==> src/rtl/ppicc_pkg.sv <==
// Shared types and constants for the per-place interval conflict check.
// No dependencies; used by the cell and the top level.
`timescale 1ns / 1ps

package ppicc_pkg;

   localparam int PLACE_W         = 16;
   localparam int START_W         = 32;
   localparam int DUR_W           = 16;
   localparam int END_W           = 33;
   localparam int TDATA_IN_W      = 64;
   localparam int TDATA_OUT_W     = 8;
   localparam int MAX_ENTRIES_DEF = 64;

   // One stored interval
   typedef struct packed {
      logic [PLACE_W-1:0] place;
      logic [START_W-1:0] start_sec;
      logic [END_W-1:0]   stop_sec;
   } entry_type;

   // What a cell holds and hands to its neighbor
   typedef struct packed {
      logic      valid;
      entry_type entry;
   } cell_state_type;

   // Broadcast controls for every cell
   typedef struct packed {
      logic cmp;
      logic shift;
      logic clear;
   } cell_ctl_type;

endpackage

==> src/rtl/ppicc_cell.sv <==
// One cell of the interval chain: holds one entry, checks it against the
// broadcast new entry and passes its entry and conflict flag down the chain.
`timescale 1ns / 1ps

module ppicc_cell
   import ppicc_pkg::*;
(
   input  logic           clock,
   input  logic           reset,
   input  cell_ctl_type   ctl,
   input  entry_type      new_entry,
   input  cell_state_type prev_state,
   input  logic           prev_flag,
   output cell_state_type cur_state,
   output logic           cur_flag
);

   logic          valid_ff;
   logic          valid_in;
   entry_type     entry_ff;
   logic          flag_ff;
   logic          flag_in;
   logic          same_place;
   logic          new_in_old;
   logic          old_in_new;
   logic          hit;
   logic [END_W-1:0] old_start;
   logic [END_W-1:0] new_start;

   // Compare the stored entry with the new one
   always_comb begin
      old_start  = {1'b0, entry_ff.start_sec};
      new_start  = {1'b0, new_entry.start_sec};
      same_place = (entry_ff.place == new_entry.place);
      new_in_old = (new_start >= old_start) && (new_start < entry_ff.stop_sec);
      old_in_new = (old_start >= new_start) && (old_start < new_entry.stop_sec);
      hit        = ctl.cmp && valid_ff && same_place && (new_in_old || old_in_new);
   end

   // Next valid bit: clear on set close, take the neighbor's on a shift
   always_comb begin
      valid_in = valid_ff;
      if (ctl.clear) begin
         valid_in = 1'b0;
      end else if (ctl.shift) begin
         valid_in = prev_state.valid;
      end
      flag_in = prev_flag | hit;
   end

   // Control state
   always_ff @(posedge clock) begin
      if (reset) begin
         valid_ff <= 1'b0;
         flag_ff  <= 1'b0;
      end else begin
         valid_ff <= valid_in;
         flag_ff  <= flag_in;
      end
   end

   // Payload: advance on a shift
   always_ff @(posedge clock) begin
      if (ctl.shift) begin
         entry_ff <= prev_state.entry;
      end
   end

   assign cur_state.valid = valid_ff;
   assign cur_state.entry = entry_ff;
   assign cur_flag        = flag_ff;

endmodule

==> config.mk <==
export PLATFORM = sky130hd
export DESIGN_NAME = ppicc_cell
export DESIGN_NICKNAME = d
export VERILOG_FILES = /design/src/rtl/ppicc_pkg.sv /design/src/rtl/ppicc_cell.sv
export SDC_FILE = /design/constraint.sdc
export NUM_CORES = 1
export LEC_CHECK = 0
export ABC_AREA = 1
export BUFFER_PORTS_ARGS = -buffer_cell sky130_fd_sc_hd__buf_2
export CORE_MARGIN = 2
export CORE_UTILIZATION = 35
export DETAILED_ROUTE_END_ITERATION = 8
export PLACE_DENSITY = 0.66
export SLEW_MARGIN = 25
export SYNTH_ARGS = -nofsm -noshare
export SYNTH_HDL_FRONTEND = slang
export SYNTH_SLANG_ARGS = --single-unit
==> constraint.sdc <==
create_clock -name clock -period 4.6 [get_ports clock]
set_input_delay 0.46 -clock clock [delete_from_list [all_inputs] [get_ports clock]]
set_output_delay 0.46 -clock clock [all_outputs]
set_load 0.05 [all_outputs]
==> results.ini <==
[logic_synthesis]
synthDominantCellAreaShare=0.455
synthTopCellsByArea=edfxtp_1, ha_1, inv_1
yosysSeqAreaShare=0.463
syn_nets=821
syn-instance-count=558
synth_ff_type=edfxtp_1
syn_avg_cell_area_um2=9.58
synth_top_cell_by_area=edfxtp_1
synthArstFlopShare=0
synth_cell_types=35
ys_warn_count=0
synth-seq-cells=83
synth_edf_count=81
netlist_area_um2=5350

[worst_setup_path]
cp-start-kind=flop
worst-r2r-cell-count=12
path_max_fanout=3
cp.required_ns=4.87
crit_arrival_ns=2.08
critPathKind=flop to flop
end_kind=flop

[timing]
finalSetupViolations=0
rsz0062_at_grt=false
fmaxAchievable_mhz=552
report.final.hold_viol_count=0
relSlewSlack=0.516
final.min_clock_period_ns=1.81
worst_clock_skew_ns=0.00970
slew_violations=0
post-route-period-util=0.394
tightest_slew_ns=0.727
setup_slack_ns=2.79
finalSetupTns_ns=0

[grt]
grt_max_degree=54
grt-ovfl-total=0
antenna_found_initial=4
grt.total_usage=0.172
grt_pass1_wl_um=21400
grt_pass1_vias=4477

[worst_hold_path]
min_path_cells=1
hold_class=input port to flop

[job]
drv_cap=0

[cts]
tritoncts=done
clockBufferDepth=2
cts-root-buf=clkbuf_16
clk_pin_slew_ns=0.07
cts_hold_buf=0
htree_num_levels=3
clkLatencyLatePin_ns=0.34
cts.sinks=83
postCtsSetupRepairBufs=0
cts_resized=0
cts-buffers-inserted=9

[routing]
postRouteAntennaNets=0
drtPass1Iterations=4
drc=0
wl_per_cell_um=13.7
wl_um=13900
first_iter_violations=140
via_count=4532
viasPerCell=4.46

[pwr]
vdd_ir_drop_max_uv=161
power_mw=2.35
power_density_nw_per_um2=328
p_leak_nw=3.92

[die]
chipHeight_um=128
io_pins=252
coreArea_um2=15100
die_x_um=128
rows=45
die_area_um2=16300
initial_core_util=0.354

[layout]
fillers=1482
syn2layout_area_growth_pct=34.3
multi_input_area_um2=2370
fin_util=0.476
final_layout_size_suffix_gt1_frac=0.348
regArea_um2=2470
nNetsFinal=1083

[placed_design]
hpwl_um=11700
gp_congestion=0.808
portBuffers=251
place_ws_ns=2.58

[status]
status=completed

## routing by layer
layer  GRT usage  part of all wire  vias to the layer above  wire (um)
met2       0.297              0.47                      166       6540
met1       0.201              0.42                     1969       5910
li1            -                 -                     2378          -
met5           0           0.00093                        -         13
met3      0.0641             0.089                       17       1230
met4      0.0491             0.016                        2        227
## placed cells by master (no fill, tap or decap), types with 4 or more instances in the layout
cell / instances
inv_1: 127
diode_2: 4
nor2_1: 27
nand4_1: 6
nand3_1: 8
buf_2: 250
clkbuf_16: 9
nor2_2: 7
edfxtp_1: 81
ha_1: 94
xor2_1: 5
nand2_1: 113
o21ai_1: 6
o21a_1: 4
o21ai_0: 6
a21oi_1: 39
## cell usage after synthesis (3+ instances only)
master,number
ha_1,94
nor2_1,27
nand4_1,6
xor2_1,5
o22ai_1,3
nand3_1,8
a21o_1,3
nand2_1,113
nor2_2,7
o21ai_0,6
o21ai_1,6
inv_2,3
inv_1,127
a21oi_1,39
a21oi_2,3
edfxtp_1,81
o21a_1,4
## metrics by stage
step | hold slack (ns) | cell area, um2 | instances
3_3_place_gp | 0.569 | 6840 | 997
2_1_floorplan | 0.506 | 5350 | 558
6_report | 0.288 | 7180 | 1017
5_1_grt | 0.270 | 7170 | 1013
3_5_place_dp | 0.575 | 6840 | 997
4_1_cts | 0.276 | 7170 | 1013
## state kept, by name (all words and copies together) (netlist names)
name       count
cur_state     81
cur_flag       1
valid_ff       1
## final timing paths
kind                            slack [ns]                    start                      end
worst min-delay path                  0.29           prev_state[75]  cur_state[75]$_DFFE_PP_
worst min register to register        0.57    valid_ff$_SDFFE_PP0P_    valid_ff$_SDFFE_PP0P_
worst max register to register        2.79  cur_state[59]$_DFFE_PP_      cur_flag$_SDFF_PP0_
worst max-delay path                  2.79  cur_state[59]$_DFFE_PP_      cur_flag$_SDFF_PP0_
## critical path, stage by stage, from the launching register on
cell and delay, ns:
edfxtp_1 0.42, ha_1 0.31, nand2_1 0.06, inv_1 0.04, nor2_1 0.10, o21ai_1 0.08
a21oi_1 0.23, nand3_1 0.11, nor2_1 0.11, nand2_1 0.06, nand2_1 0.06, nand2_1 0.06
a21oi_2 0.10
## cell families after synthesis
family          synth area share
xor+xnor                  0.0115
compound gates            0.0726
simple gates               0.138
buf+inv                   0.0934
flops                      0.463
mux                      0.00187
fa+ha+maj                  0.220
## power breakdown
| part | switching [mW] | total (mW) | leakage [nW] | internal [mW] |
|---|---|---|---|---|
| combinational | 0.412 | 0.615 | 2.95 | 0.203 |
| clock | 0.301 | 0.795 | 0.160 | 0.494 |
| sequential | 0.0431 | 0.942 | 0.809 | 0.899 |
| total | 0.757 | 2.35 | 3.92 | 1.60 |
## cell type report
cell class / instances / area share
clock inverters: 5 / 0.0120
multi-input cells: 343 / 0.331
flip-flops and latches: 83 / 0.344
well taps: 188 / 0.0328
inverters: 131 / 0.0685
diodes: 4 / 0.00139
repair buffers: 252 / 0.176
clock buffers: 11 / 0.0338
Power figures use the tool's default switching activity.
